===== src/design/dgsp_pkg.sv =====
`timescale 1ns / 1ps
`default_nettype none
// ----------------------------------------------------------------------------
// dgsp_pkg
// Shared types and constants for the dense-graph shortest-path core.
// ----------------------------------------------------------------------------
package dgsp_pkg;

    localparam int MAX_VERTICES_DEF = 16;
    localparam int WEIGHT_BITS_DEF  = 16;
    localparam int DIST_BITS_DEF    = 24;
    localparam int RESULT_LIMIT     = 16;

    localparam int VC_BITS = 5;
    localparam logic [VC_BITS-1:0] VC_RESET = 5'd16;

    typedef struct packed {
        logic [3:0]  row_vertex;
        logic [3:0]  col_vertex;
        logic [15:0] edge_weight;
        logic        last_entry;
    } in_item_t;

    typedef struct packed {
        logic [3:0]  vertex_index;
        logic [23:0] distance;
        logic        unreached;
        logic        last_result;
    } out_item_t;

    typedef struct packed {
        logic lt;
        logic le;
    } alu_flags_t;

    typedef enum logic [3:0] {
        ST_IDLE,
        ST_INIT,
        ST_ROUND_CHK,
        ST_PICK,
        ST_PICK_END,
        ST_RELAX,
        ST_OUT_RD,
        ST_OUT_WAIT,
        ST_OUT_HOLD
    } state_t;

endpackage
`default_nettype wire


===== src/design/dgsp_wstore.sv =====
`timescale 1ns / 1ps
`default_nettype none
// ----------------------------------------------------------------------------
// dgsp_wstore
// Adjacency weight memory, one write and one registered read port, with a
// clearing sweep run after reset and on request.
// ----------------------------------------------------------------------------
module dgsp_wstore #(
    parameter int MAX_VERTICES = dgsp_pkg::MAX_VERTICES_DEF,
    parameter int WEIGHT_BITS  = dgsp_pkg::WEIGHT_BITS_DEF
) (
    input  wire logic                                         aclk,
    input  wire logic                                         aresetn,
    input  wire logic                                         wr_en,
    input  wire logic [$clog2(MAX_VERTICES*MAX_VERTICES)-1:0] wr_addr,
    input  wire logic [WEIGHT_BITS-1:0]                       wr_data,
    input  wire logic [$clog2(MAX_VERTICES*MAX_VERTICES)-1:0] rd_addr,
    output logic      [WEIGHT_BITS-1:0]                       rd_data,
    input  wire logic                                         clr_start,
    output logic                                              clr_busy
);

    localparam int DEPTH = MAX_VERTICES * MAX_VERTICES;
    localparam int AW    = $clog2(DEPTH);

    logic [WEIGHT_BITS-1:0] mem [DEPTH];
    logic [WEIGHT_BITS-1:0] rd_data_reg;
    logic                   clr_busy_reg, clr_busy_next;
    logic [AW-1:0]          clr_addr_reg, clr_addr_next;

    always_comb begin
        clr_busy_next = clr_busy_reg;
        clr_addr_next = clr_addr_reg;
        if (clr_start) begin
            clr_busy_next = 1'b1;
            clr_addr_next = '0;
        end else if (clr_busy_reg) begin
            if (clr_addr_reg == AW'(DEPTH - 1)) begin
                clr_busy_next = 1'b0;
            end
            clr_addr_next = clr_addr_reg + 1'b1;
        end
    end

    always_ff @(posedge aclk) begin
        if (!aresetn) begin
            clr_busy_reg <= 1'b1;
            clr_addr_reg <= '0;
        end else begin
            clr_busy_reg <= clr_busy_next;
            clr_addr_reg <= clr_addr_next;
        end
    end

    always_ff @(posedge aclk) begin
        if (clr_busy_reg) begin
            mem[clr_addr_reg] <= '0;
        end else if (wr_en) begin
            mem[wr_addr] <= wr_data;
        end
        rd_data_reg <= mem[rd_addr];
    end

    assign rd_data  = rd_data_reg;
    assign clr_busy = clr_busy_reg;

endmodule
`default_nettype wire


===== src/design/dgsp_dstore.sv =====
`timescale 1ns / 1ps
`default_nettype none
// ----------------------------------------------------------------------------
// dgsp_dstore
// Per-vertex distance memory, one write and one registered read port.
// ----------------------------------------------------------------------------
module dgsp_dstore #(
    parameter int MAX_VERTICES = dgsp_pkg::MAX_VERTICES_DEF,
    parameter int DIST_BITS    = dgsp_pkg::DIST_BITS_DEF
) (
    input  wire logic                            aclk,
    input  wire logic                            wr_en,
    input  wire logic [$clog2(MAX_VERTICES)-1:0] wr_addr,
    input  wire logic [DIST_BITS-1:0]            wr_data,
    input  wire logic [$clog2(MAX_VERTICES)-1:0] rd_addr,
    output logic      [DIST_BITS-1:0]            rd_data
);

    logic [DIST_BITS-1:0] mem [MAX_VERTICES];
    logic [DIST_BITS-1:0] rd_data_reg;

    always_ff @(posedge aclk) begin
        if (wr_en) begin
            mem[wr_addr] <= wr_data;
        end
        rd_data_reg <= mem[rd_addr];
    end

    assign rd_data = rd_data_reg;

endmodule
`default_nettype wire


===== src/design/dgsp_alu.sv =====
`timescale 1ns / 1ps
`default_nettype none
// ----------------------------------------------------------------------------
// dgsp_alu
// Shared saturating add and compare: sum = sat(base + addend), flags of
// sum against other. Used by both the minimum scan and the relaxation.
// ----------------------------------------------------------------------------
module dgsp_alu #(
    parameter int WEIGHT_BITS = dgsp_pkg::WEIGHT_BITS_DEF,
    parameter int DIST_BITS   = dgsp_pkg::DIST_BITS_DEF
) (
    input  wire logic [DIST_BITS-1:0]   base,
    input  wire logic [WEIGHT_BITS-1:0] addend,
    input  wire logic [DIST_BITS-1:0]   other,
    output logic      [DIST_BITS-1:0]   sum,
    output dgsp_pkg::alu_flags_t        flags
);

    localparam int SW = ((DIST_BITS > WEIGHT_BITS) ? DIST_BITS : WEIGHT_BITS) + 1;
    localparam logic [DIST_BITS-1:0] DMAX = {DIST_BITS{1'b1}};

    logic [SW-1:0] sum_full;

    always_comb begin
        sum_full = SW'(base) + SW'(addend);
        sum      = (sum_full > SW'(DMAX)) ? DMAX : DIST_BITS'(sum_full);
        flags.lt = (sum < other);
        flags.le = (sum <= other);
    end

endmodule
`default_nettype wire


===== src/design/dense_graph_shortest_paths_core.sv =====
`timescale 1ns / 1ps
`default_nettype none
// Loading: one matrix-entry transfer per cycle while idle and no clearing sweep runs.
// Search over n vertices: one shared add/compare unit scans one vertex per cycle
// for each pick and relax pass.
// Results: n transfers, each through OUT_RD, OUT_WAIT and OUT_HOLD, plus output stall;
// a clearing sweep of all MAX_VERTICES^2 entries runs after reset and after each search, no input meanwhile.
// Reset: aresetn synchronous active low; vertex_count resets to 16.
// ----------------------------------------------------------------------------
// dense_graph_shortest_paths_core
// Adjacency-matrix loader and iterative single-source shortest-path search.
// ----------------------------------------------------------------------------
module dense_graph_shortest_paths_core #(
    parameter int MAX_VERTICES = dgsp_pkg::MAX_VERTICES_DEF,
    parameter int WEIGHT_BITS  = dgsp_pkg::WEIGHT_BITS_DEF,
    parameter int DIST_BITS    = dgsp_pkg::DIST_BITS_DEF
) (
    input  wire logic                  aclk,
    input  wire logic                  aresetn,
    input  wire logic                  cfg_we,
    input  wire logic [4:0]            cfg_wdata,
    input  wire logic                  s_valid,
    output logic                       s_ready,
    input  wire dgsp_pkg::in_item_t    s_data,
    output logic                       m_valid,
    input  wire logic                  m_ready,
    output dgsp_pkg::out_item_t        m_data
);

    localparam int VW     = $clog2(MAX_VERTICES);
    localparam int CW     = $clog2(MAX_VERTICES + 1);
    localparam int AW     = $clog2(MAX_VERTICES * MAX_VERTICES);
    localparam int VLIMIT = (MAX_VERTICES < dgsp_pkg::RESULT_LIMIT) ?
                            MAX_VERTICES : dgsp_pkg::RESULT_LIMIT;
    localparam logic [DIST_BITS-1:0] DMAX = {DIST_BITS{1'b1}};

    dgsp_pkg::state_t state_reg, state_next;

    logic [4:0]              vc_reg;
    logic [CW-1:0]           n_reg, n_next;
    logic [CW-1:0]           round_reg, round_next;
    logic [CW-1:0]           cnt_reg, cnt_next;
    logic                    p_vld_reg, p_vld_next;
    logic [VW-1:0]           p_idx_reg, p_idx_next;
    logic [MAX_VERTICES-1:0] visited_reg, visited_next;
    logic [MAX_VERTICES-1:0] reached_reg, reached_next;
    logic                    have_reg, have_next;
    logic [VW-1:0]           best_idx_reg, best_idx_next;
    logic                    best_rch_reg, best_rch_next;
    logic [DIST_BITS-1:0]    best_d_reg, best_d_next;
    dgsp_pkg::out_item_t     out_reg, out_next;

    logic                    s_acc;
    logic [4:0]              n_act;
    logic                    rounds_done;
    logic                    scan_done;
    logic                    in_range;

    logic                    w_wr_en;
    logic [AW-1:0]           w_wr_addr;
    logic [AW-1:0]           w_rd_addr;
    logic [WEIGHT_BITS-1:0]  w_rd_data;
    logic                    clr_start;
    logic                    clr_busy;

    logic                    d_wr_en;
    logic [VW-1:0]           d_wr_addr;
    logic [DIST_BITS-1:0]    d_wr_data;
    logic [DIST_BITS-1:0]    d_rd_data;

    logic [DIST_BITS-1:0]    alu_base;
    logic [WEIGHT_BITS-1:0]  alu_addend;
    logic [DIST_BITS-1:0]    alu_other;
    logic [DIST_BITS-1:0]    alu_sum;
    dgsp_pkg::alu_flags_t    alu_flags;

    assign s_ready = (state_reg == dgsp_pkg::ST_IDLE) && !clr_busy;
    assign s_acc   = s_valid && s_ready;
    assign m_valid = (state_reg == dgsp_pkg::ST_OUT_HOLD);
    assign m_data  = out_reg;

    assign n_act = (vc_reg == 5'd0) ? 5'd1 :
                   (vc_reg > 5'(VLIMIT)) ? 5'(VLIMIT) : vc_reg;

    assign rounds_done = (CW'(round_reg + 1'b1) == n_reg);
    assign scan_done   = (cnt_reg == n_reg) && !p_vld_reg;

    assign in_range  = (int'(s_data.row_vertex) < MAX_VERTICES) &&
                       (int'(s_data.col_vertex) < MAX_VERTICES);
    assign w_wr_en   = s_acc && in_range;
    assign w_wr_addr = AW'(int'(s_data.row_vertex) * MAX_VERTICES
                           + int'(s_data.col_vertex));
    assign w_rd_addr = AW'(int'(best_idx_reg) * MAX_VERTICES + int'(cnt_reg[VW-1:0]));

    dgsp_wstore #(
        .MAX_VERTICES (MAX_VERTICES),
        .WEIGHT_BITS  (WEIGHT_BITS)
    ) u_wstore (
        .aclk      (aclk),
        .aresetn   (aresetn),
        .wr_en     (w_wr_en),
        .wr_addr   (w_wr_addr),
        .wr_data   (WEIGHT_BITS'(s_data.edge_weight)),
        .rd_addr   (w_rd_addr),
        .rd_data   (w_rd_data),
        .clr_start (clr_start),
        .clr_busy  (clr_busy)
    );

    dgsp_dstore #(
        .MAX_VERTICES (MAX_VERTICES),
        .DIST_BITS    (DIST_BITS)
    ) u_dstore (
        .aclk    (aclk),
        .wr_en   (d_wr_en),
        .wr_addr (d_wr_addr),
        .wr_data (d_wr_data),
        .rd_addr (cnt_reg[VW-1:0]),
        .rd_data (d_rd_data)
    );

    always_comb begin
        if (state_reg == dgsp_pkg::ST_RELAX) begin
            alu_base   = best_d_reg;
            alu_addend = w_rd_data;
            alu_other  = d_rd_data;
        end else begin
            alu_base   = d_rd_data;
            alu_addend = '0;
            alu_other  = best_d_reg;
        end
    end

    dgsp_alu #(
        .WEIGHT_BITS (WEIGHT_BITS),
        .DIST_BITS   (DIST_BITS)
    ) u_alu (
        .base   (alu_base),
        .addend (alu_addend),
        .other  (alu_other),
        .sum    (alu_sum),
        .flags  (alu_flags)
    );

    // next state
    always_comb begin
        state_next = state_reg;
        case (state_reg)
            dgsp_pkg::ST_IDLE: begin
                if (s_acc && s_data.last_entry) begin
                    state_next = dgsp_pkg::ST_INIT;
                end
            end
            dgsp_pkg::ST_INIT: begin
                state_next = dgsp_pkg::ST_ROUND_CHK;
            end
            dgsp_pkg::ST_ROUND_CHK: begin
                state_next = rounds_done ? dgsp_pkg::ST_OUT_RD : dgsp_pkg::ST_PICK;
            end
            dgsp_pkg::ST_PICK: begin
                if (scan_done) begin
                    state_next = dgsp_pkg::ST_PICK_END;
                end
            end
            dgsp_pkg::ST_PICK_END: begin
                state_next = best_rch_reg ? dgsp_pkg::ST_RELAX : dgsp_pkg::ST_ROUND_CHK;
            end
            dgsp_pkg::ST_RELAX: begin
                if (scan_done) begin
                    state_next = dgsp_pkg::ST_ROUND_CHK;
                end
            end
            dgsp_pkg::ST_OUT_RD: begin
                state_next = dgsp_pkg::ST_OUT_WAIT;
            end
            dgsp_pkg::ST_OUT_WAIT: begin
                state_next = dgsp_pkg::ST_OUT_HOLD;
            end
            dgsp_pkg::ST_OUT_HOLD: begin
                if (m_ready) begin
                    state_next = out_reg.last_result ? dgsp_pkg::ST_IDLE
                                                     : dgsp_pkg::ST_OUT_RD;
                end
            end
            default: begin
                state_next = dgsp_pkg::ST_IDLE;
            end
        endcase
    end

    // datapath and outputs
    always_comb begin
        n_next        = n_reg;
        round_next    = round_reg;
        cnt_next      = cnt_reg;
        p_vld_next    = 1'b0;
        p_idx_next    = p_idx_reg;
        visited_next  = visited_reg;
        reached_next  = reached_reg;
        have_next     = have_reg;
        best_idx_next = best_idx_reg;
        best_rch_next = best_rch_reg;
        best_d_next   = best_d_reg;
        out_next      = out_reg;
        clr_start     = 1'b0;
        d_wr_en       = 1'b0;
        d_wr_addr     = p_idx_reg;
        d_wr_data     = alu_sum;

        case (state_reg)
            dgsp_pkg::ST_IDLE: begin
                if (s_acc && s_data.last_entry) begin
                    n_next = CW'(n_act);
                end
            end
            dgsp_pkg::ST_INIT: begin
                visited_next = '0;
                reached_next = MAX_VERTICES'(1);
                round_next   = '0;
                d_wr_en      = 1'b1;
                d_wr_addr    = '0;
                d_wr_data    = '0;
            end
            dgsp_pkg::ST_ROUND_CHK: begin
                cnt_next  = '0;
                have_next = 1'b0;
                clr_start = rounds_done;
            end
            dgsp_pkg::ST_PICK: begin
                if (cnt_reg != n_reg) begin
                    p_vld_next = 1'b1;
                    p_idx_next = cnt_reg[VW-1:0];
                    cnt_next   = cnt_reg + 1'b1;
                end
                if (p_vld_reg && !visited_reg[p_idx_reg]) begin
                    // unreached ranks above any distance, ties go to the later index
                    if (!have_reg || (!reached_reg[p_idx_reg] && !best_rch_reg) ||
                        (reached_reg[p_idx_reg] && (!best_rch_reg || alu_flags.le))) begin
                        have_next     = 1'b1;
                        best_idx_next = p_idx_reg;
                        best_rch_next = reached_reg[p_idx_reg];
                        best_d_next   = d_rd_data;
                    end
                end
            end
            dgsp_pkg::ST_PICK_END: begin
                visited_next[best_idx_reg] = 1'b1;
                cnt_next                   = '0;
                if (!best_rch_reg) begin
                    round_next = round_reg + 1'b1;
                end
            end
            dgsp_pkg::ST_RELAX: begin
                if (cnt_reg != n_reg) begin
                    p_vld_next = 1'b1;
                    p_idx_next = cnt_reg[VW-1:0];
                    cnt_next   = cnt_reg + 1'b1;
                end
                if (p_vld_reg && (w_rd_data != '0) && !visited_reg[p_idx_reg] &&
                    (!reached_reg[p_idx_reg] || alu_flags.lt)) begin
                    d_wr_en                 = 1'b1;
                    reached_next[p_idx_reg] = 1'b1;
                end
                if (scan_done) begin
                    round_next = round_reg + 1'b1;
                end
            end
            dgsp_pkg::ST_OUT_RD: begin
            end
            dgsp_pkg::ST_OUT_WAIT: begin
                out_next.vertex_index = 4'(cnt_reg);
                out_next.distance     = reached_reg[cnt_reg[VW-1:0]] ? 24'(d_rd_data)
                                                                    : 24'(DMAX);
                out_next.unreached    = !reached_reg[cnt_reg[VW-1:0]];
                out_next.last_result  = (CW'(cnt_reg + 1'b1) == n_reg);
            end
            dgsp_pkg::ST_OUT_HOLD: begin
                if (m_ready) begin
                    cnt_next = cnt_reg + 1'b1;
                end
            end
            default: begin
            end
        endcase
    end

    always_ff @(posedge aclk) begin
        if (!aresetn) begin
            state_reg <= dgsp_pkg::ST_IDLE;
            vc_reg    <= dgsp_pkg::VC_RESET;
            p_vld_reg <= 1'b0;
            cnt_reg   <= '0;
            round_reg <= '0;
            n_reg     <= CW'(1);
            have_reg  <= 1'b0;
        end else begin
            state_reg <= state_next;
            if (cfg_we) begin
                vc_reg <= cfg_wdata;
            end
            p_vld_reg <= p_vld_next;
            cnt_reg   <= cnt_next;
            round_reg <= round_next;
            n_reg     <= n_next;
            have_reg  <= have_next;
        end
    end

    always_ff @(posedge aclk) begin
        p_idx_reg    <= p_idx_next;
        visited_reg  <= visited_next;
        reached_reg  <= reached_next;
        best_idx_reg <= best_idx_next;
        best_rch_reg <= best_rch_next;
        best_d_reg   <= best_d_next;
        out_reg      <= out_next;
    end

`ifndef SYNTH
    a_no_take_after_start: assert property (@(posedge aclk) disable iff (!aresetn)
        (s_acc && s_data.last_entry) |=> !s_ready)
        else $error("input taken right after search start");

    a_pick_found: assert property (@(posedge aclk) disable iff (!aresetn)
        (state_reg == dgsp_pkg::ST_PICK_END) |-> have_reg)
        else $error("pick pass found no unvisited vertex");

    a_result_in_range: assert property (@(posedge aclk) disable iff (!aresetn)
        m_valid |-> (cnt_reg < n_reg))
        else $error("result index beyond active vertex count");

    a_last_to_idle: assert property (@(posedge aclk) disable iff (!aresetn)
        (m_valid && m_ready && m_data.last_result) |=> (state_reg == dgsp_pkg::ST_IDLE))
        else $error("sequencer not idle after final result transfer");
`endif

endmodule
`default_nettype wire


===== config.mk =====
export PLATFORM = sky130hd
export DESIGN_NAME = dense_graph_shortest_paths_core
export DESIGN_NICKNAME = d
export VERILOG_FILES = /design/src/design/dgsp_pkg.sv /design/src/design/dgsp_wstore.sv /design/src/design/dgsp_dstore.sv /design/src/design/dgsp_alu.sv /design/src/design/dense_graph_shortest_paths_core.sv
export SDC_FILE = /design/constraint.sdc
export NUM_CORES = 2
export LEC_CHECK = 0
export BUFFER_PORTS_ARGS = -buffer_cell sky130_fd_sc_hd__buf_2
export CAP_MARGIN = 20
export CORE_ASPECT_RATIO = 0.7
export CORE_MARGIN = 2
export CORE_UTILIZATION = 25
export DETAILED_ROUTE_END_ITERATION = 10
export PLACE_DENSITY = 0.41
export SLEW_MARGIN = 10
export SYNTH_ARGS = -nofsm -noshare
export SYNTH_HDL_FRONTEND = slang
export SYNTH_MEMORY_MAX_BITS = 65536
export SYNTH_SLANG_ARGS = --single-unit

===== constraint.sdc =====
create_clock -name aclk -period 13.69 [get_ports aclk]
set_clock_uncertainty 0.2 [all_clocks]
set_input_delay 2.738 -clock aclk [delete_from_list [all_inputs] [get_ports aclk]]
set_output_delay 2.738 -clock aclk [all_outputs]
set_load 0.02 [all_outputs]

After elaboration in Yosys (flattened, before gate mapping)

Memories as Yosys holds them, arrays and structs flattened. A register that Yosys moved wholly into a read port is not among the register bits.
Index checks and enable logic that the tools add are counted.

Register bits: 130
RAM bits: 4480
Input port bits: 35
Output and inout port bits: 32
Logic and storage cells: 159
Memories kept: 2

Memory list:

| name         | words | bits a word | rd ports | clocked after Yosys merged registers in | write ports | line              | source |
|---|---|---|---|---|---|---|---|
| u_wstore.mem | 256   | 16          | 1        | 1                                       | 1           | dgsp_wstore.sv:26 | `logic [WEIGHT_BITS-1:0] mem [DEPTH];` |
| u_dstore.mem | 16    | 24          | 1        | 1                                       | 1           | dgsp_dstore.sv:19 | `logic [DIST_BITS-1:0] mem [MAX_VERTICES];` |

Add/subtract/negate cells: 6
Magnitude comparators: 9
Equal/unequal tests: 22
Multiplexer cells: 54
Bitwise operators: 3
Reductions and logical operators: 44

Operators by type and width:

| kind                 | count |
|---|---|
| $mux 24              | 4 |
| $pmux 16 s2          | 2 |
| $mux 16              | 3 |
| $pmux 4 s9           | 1 |
| $or 16x16->16        | 2 |
| $mux 5               | 6 |
| $pmux 5 s3           | 2 |
| $add 24x16->25       | 1 |
| $gt 25x24->1 const B | 1 |
| $le 24x24->1         | 1 |
| $lt 24x24->1         | 1 |
| $mux 1               | 20 |
| $mux 4               | 5 |
| $add 8x4->8          | 2 |
| $eq 4x3->1 const B   | 4 |
| $reduce_bool 16->1   | 1 |
| $reduce_or 16->1     | 1 |
| $eq 5x5->1           | 3 |
| $lt 4x5->1 const B   | 3 |
| $bmux 1 s4           | 3 |
| $logic_and 1x1->1    | 12 |
| $reduce_and 3->1     | 4 |
| $add 5x1->5 const B  | 2 |
| $ne 2x2->1 const B   | 5 |
| 23 further kinds     | 49 |

Depth between registers and ports, before layout

Depth after elaboration: 12
Gate-level depth with buffers: 32
Gate-level depth less buffers: 23

Modules after synthesis

A second synthesis with hierarchy kept.

Cell total of the unflattened synthesis: 8997
Area, all modules: 182188.5 um^2

Modules (own cells, without submodules):

| module                          | times used | cells each | area an instance (um^2) | sequential area each (um^2) |
|---|---|---|---|---|
| dgsp_wstore                     | 1          | 7444       | 158977.5                | 123498.4 |
| dgsp_dstore                     | 1          | 636        | 14930.6                 | 12011.5 |
| dense_graph_shortest_paths_core | 1          | 654        | 6475.0                  | 3373.2 |
| dgsp_alu                        | 1          | 263        | 1805.5                  | 0.0 |

Worst setup path after synthesis

Ideal clock, no wire load.

Path kind: register to register
Start: register state_reg[3]
End: memory u_dstore.mem[3][0] (netlist bit) (enable)
Library setup time: 0.466 ns
Arrival: 8.176 ns
Data required time: 13.024 ns
Path slack: 4.848 ns
Stages on the path, launching flop included: 33
Path buffers: 9
Clock period less this slack: 8.842 ns
Path through: dfxtp_1 > buf_2 > nand2b_1 > clkbuf_1 > nor2_1 > buf_2 > clkbuf_1 > clkbuf_1 > nand2_1 > nand2_1 > ha_1 > inv_1 > fa_1 > nor2b_1 > o31a_1 > o211ai_1 > o21ai_0 > nor2b_1 > clkbuf_1 > nand3_1 > clkbuf_1 > nand2_1 > ha_1 > a21o_1 > a21o_1 > a21oi_1 > nor3_1 > a2111oi_0 > o21ai_0 > a211o_1 > clkbuf_1 > buf_2 > nor4_1

Cells in the longest elaborated chain, start to end: 12
Elaborated cells on any way between the ends: 16
Those cells by class: add/sub (1); order compare (2); eq/ne (2); mux (9); reduce/logical (2)

RTL lines:

| item                               | line                                                                           | source |
|---|---|---|
| start: declaration                 | dense_graph_shortest_paths_core.sv:37                                          | `dgsp_pkg::state_t state_reg, state_next;` |
| start signal: assignment           | dense_graph_shortest_paths_core.sv:289                                         | `state_reg <= dgsp_pkg::ST_IDLE;` |
| start signal: assignment           | dense_graph_shortest_paths_core.sv:297                                         | `state_reg <= state_next;` |
| $eq 4x3->1                         | dense_graph_shortest_paths_core.sv:123, dense_graph_shortest_paths_core.sv:210 |  |
| $mux 24 or $mux 16 (tied branches) | dense_graph_shortest_paths_core.sv:123                                         | `if (state_reg == dgsp_pkg::ST_RELAX) begin` |
| $add 24x16->25                     | dgsp_alu.sv:25                                                                 | `sum_full = SW'(base) + SW'(addend);` |
| $gt 25x24->1                       | dgsp_alu.sv:26                                                                 | `sum = (sum_full > SW'(DMAX)) ? DMAX : DIST_BITS'(sum_full);` |
| $mux 24                            | dgsp_alu.sv:26                                                                 |  |
| $lt 24x24->1                       | dgsp_alu.sv:27                                                                 | `flags.lt = (sum < other);` |
| $logic_or 1x1->1                   | dense_graph_shortest_paths_core.sv:260                                         | `(!reached_reg[p_idx_reg] \|\| alu_flags.lt)) begin` |
| $logic_and 1x1->1                  | dense_graph_shortest_paths_core.sv:259                                         | `if (p_vld_reg && (w_rd_data != '0) && !visited_reg[p_idx_reg] &&` |
| $mux 1                             | dense_graph_shortest_paths_core.sv:259                                         |  |
| $pmux 1 s2                         | dense_graph_shortest_paths_core.sv:210                                         | `case (state_reg)` |
| $mux 1                             | dgsp_dstore.sv:23                                                              | `if (wr_en) begin` |
| $mux 1 (not written as such)       | dgsp_dstore.sv:24                                                              | `mem[wr_addr] <= wr_data;` |
| end: declaration                   | dgsp_dstore.sv:19                                                              |  |

Several ways; a longest one is shown, not always the timed one.

Worst setup path after layout

Start: register state_reg[1]
End: memory u_dstore.mem[0][19] (netlist bit) (enable)

Same word-level chain as after synthesis.

==> impl_metrics.tcl <==
set metrics [dict create \
    initial_utilization 0.2512 \
    portBuffers 66 \
    powerDensity_nw_per_um2 133.5 \
    p_leak_nw 71.14 \
    synth-seq-area-share 0.7655 \
    cts_max_path_buffers 5 \
    postRouteAntennaNets 0 \
    crit_path_start_kind "flop" \
    syn_inst 8478 \
    grt_usage 0.1745 \
    cts_buffers 466 \
    cts_setup_buffers 0 \
    drtIter0Drc 15619 \
    fp-row-count 261 \
    via_per_inst 5.023 \
    max_slew_margin 0.05366 \
    yosys.area.top_type_share 0.7572 \
    area_growth_syn_to_layout_pct 16.81 \
    drt_wl_total_mm 658.9 \
    routedWlPerCell_um 34.62 \
    required_ps 14180 \
    avgSynthCellArea_um2 21.40 \
    grt_setup_unrepaired "no" \
    timing.fmax_ghz 0.1197 \
    nets 9068 \
    vias 95597 \
    die_x_mm 1.022 \
    hpwl_mm 432.0 \
    tightest_slew_ps 1420 \
    critPathMaxStageDelay_ps 790 \
    outcome "complete, no violations" \
    hold_path.class "reg2reg" \
    clk_latency_ps 1050 \
    path_class "reg2reg" \
    drive_above_1_share 0.2854 \
    ys.flop_type "edfxtp_1" \
    gp_congestion 0.8534 \
    firstDrtPassIters 8 \
    pin_count 67 \
    cts_hold_buffers 0 \
    end_kind "flop" \
    synth.most_common_cell "edfxtp_1" \
    antenna_found_initial 133 \
    critPathLaunch "state_reg[1]" \
    reg2regPathDepth 25 \
    die_y_um 716.8 \
    cpMostUsedCell "nand2_1" \
    grt_pass1_wl_mm 867.7 \
    die_area_um2 732700 \
    synthTopCellsByArea "edfxtp_1, mux4_2, mux2i_1, nor2_1, dfxtp_1" \
    cts-htree-levels 5 \
    synth_commonest_cells "edfxtp_1, mux4_2, mux2i_1, nor2_1, nand2_1" \
    yosysTopAreaCell "edfxtp_1" \
    clk_pin_slew_ps 70 \
    regMostFlops "u_wstore.mem" \
    min_period_ps 8355 \
    power.total_mw 28.29 \
    reg2reg_from "state_reg[1]" \
    slew_violations 0 \
    cts_tree "built" \
    grt_pass1_vias 91001 \
    cp_top_family "compound AO/OA/AOI/OAI gates" \
    core_um2 722400 \
    worstSetupPathDepth 25 \
    crit_buf_inv 3 \
    grt_max_degree 139 \
    ys_ff_latch 4650 \
    numClockSinks 4650 \
    maxCapViolations 0 \
    drc 0 \
    hp-start "u_dstore.rd_data[0]" \
    synth_enable_flop_cells 4575 \
    synth_cell_types 73 \
    yosysWarnings 0 \
    cts_resized 0 \
    hold_viol 0 \
    largest_reg_flops 4096 \
    vdd_drop_max_mv 0.1056 \
    async_flop_share 0 \
    holdPathStages 0 \
    syn_area_um2 181400 \
    slowest_stage "o21ai_4" \
    tns_ps 0 \
    root_buffer "clkbuf_16" \
    syn_nets 8557 \
    finalCritPeriodShare 0.6103 \
    path_max_fanout 58 \
    cp.arrival_ps 8840 \
    setup_violations 0 \
    grt_remaining_overflow 0 \
]
-- metal layers --
layer / routed length, µm / GRT usage / part of all wire
met5: 92 / 0 / 0.00014
met2: 259900 / 0.2320 / 0.39
met1: 317100 / 0.2804 / 0.48
met4: 11470 / 0.03074 / 0.017
met3: 70340 / 0.04855 / 0.11
-- worst reg2reg max path, delay by kind of cell (launching register included) --
kind	cells	cell delay (ps)
and+or+nand+nor	9	2100
buffers and inverters	3	910
DFF	1	670
adders and majority gates	3	890
AOI/OAI and AO/OA	10	3190
-- report_power, final --
group          internal [mW]  switching [mW]  total [mW]
combinational         0.0212          0.0833       0.105
clock                   7.13            5.65        12.8
sequential              15.4         0.00588        15.4
total                   22.6            5.74        28.3
-- per-stage QoR --
| step | cell area (µm²) | instances | hold slack [ps] | worst slack, ps | util |
|---|---|---|---|---|---|
| after CTS | 210300 | 18855 | 296.8 | 5332 | 0.2911 |
| after floorplan | 181400 | 8478 | 220.2 | 4848 | - |
| after global placement | 195000 | 17982 | 278.0 | 5225 | 0.2700 |
| final | 211900 | 19031 | 297.3 | 5335 | 0.2934 |
| after global routing | 211800 | 18969 | 314.9 | 4741 | 0.2932 |
| after detailed placement | 195600 | 18018 | 277.1 | 5379 | 0.2707 |
-- final timing paths --
| check | endpoint | slack [ps] |
|---|---|---|
| worst min register to register | best_d_reg[0] | 300 |
| worst max-delay path | u_dstore.mem[0][19] | 5330 |
| worst min-delay path | best_d_reg[0] | 300 |
| worst max register to register | u_dstore.mem[0][19] | 5330 |
-- cells by family after synthesis --
family,Yosys count,synth area share
flip-flops,4650,0.7655
multiplexers,1579,0.1640
AND/OR/NAND/NOR,1044,0.02638
AO/OA/AOI/OAI,635,0.02432
buffers and inverters,487,0.01485
adder cells (fa/ha/maj),44,0.003076
XOR/XNOR,39,0.001883
-- area by class of cell --
class / instances / area [µm²]
inverters: 13 / 63.81
multi-input cells: 3341 / 41100
clock buffers: 560 / 12200
clock inverters: 277 / 2491
diodes: 74 / 185.2
flip-flops and latches: 4650 / 138900
well taps: 9599 / 12010
repair buffers: 517 / 4981
fillers: 70156 / 510400
-- cell usage in the layout, fill, tap and decap left out, types with 32 or more instances in the layout --
cell type	netlist	final
a21oi_1	119	99
a221oi_1	104	103
a22oi_1	58	58
and2_1	34	34
buf_2	101	66
buf_4	69	297
buf_8	4	97
bufinv_16	0	43
clkbuf_1	207	82
clkbuf_16	0	472
clkinv_1	1	114
clkinv_2	0	85
dfxtp_1	75	71
diode_2	0	74
edfxtp_1	4575	4575
ha_1	43	43
mux2i_1	451	434
mux4_2	1114	1114
nand2_1	244	226
nand2b_1	44	42
nand3_1	81	81
nor2_1	422	163
nor2_2	0	251
nor2b_1	37	32
nor4_1	41	33
o21ai_0	84	81
o22ai_1	75	74
(Power assumes the default switching activity.)
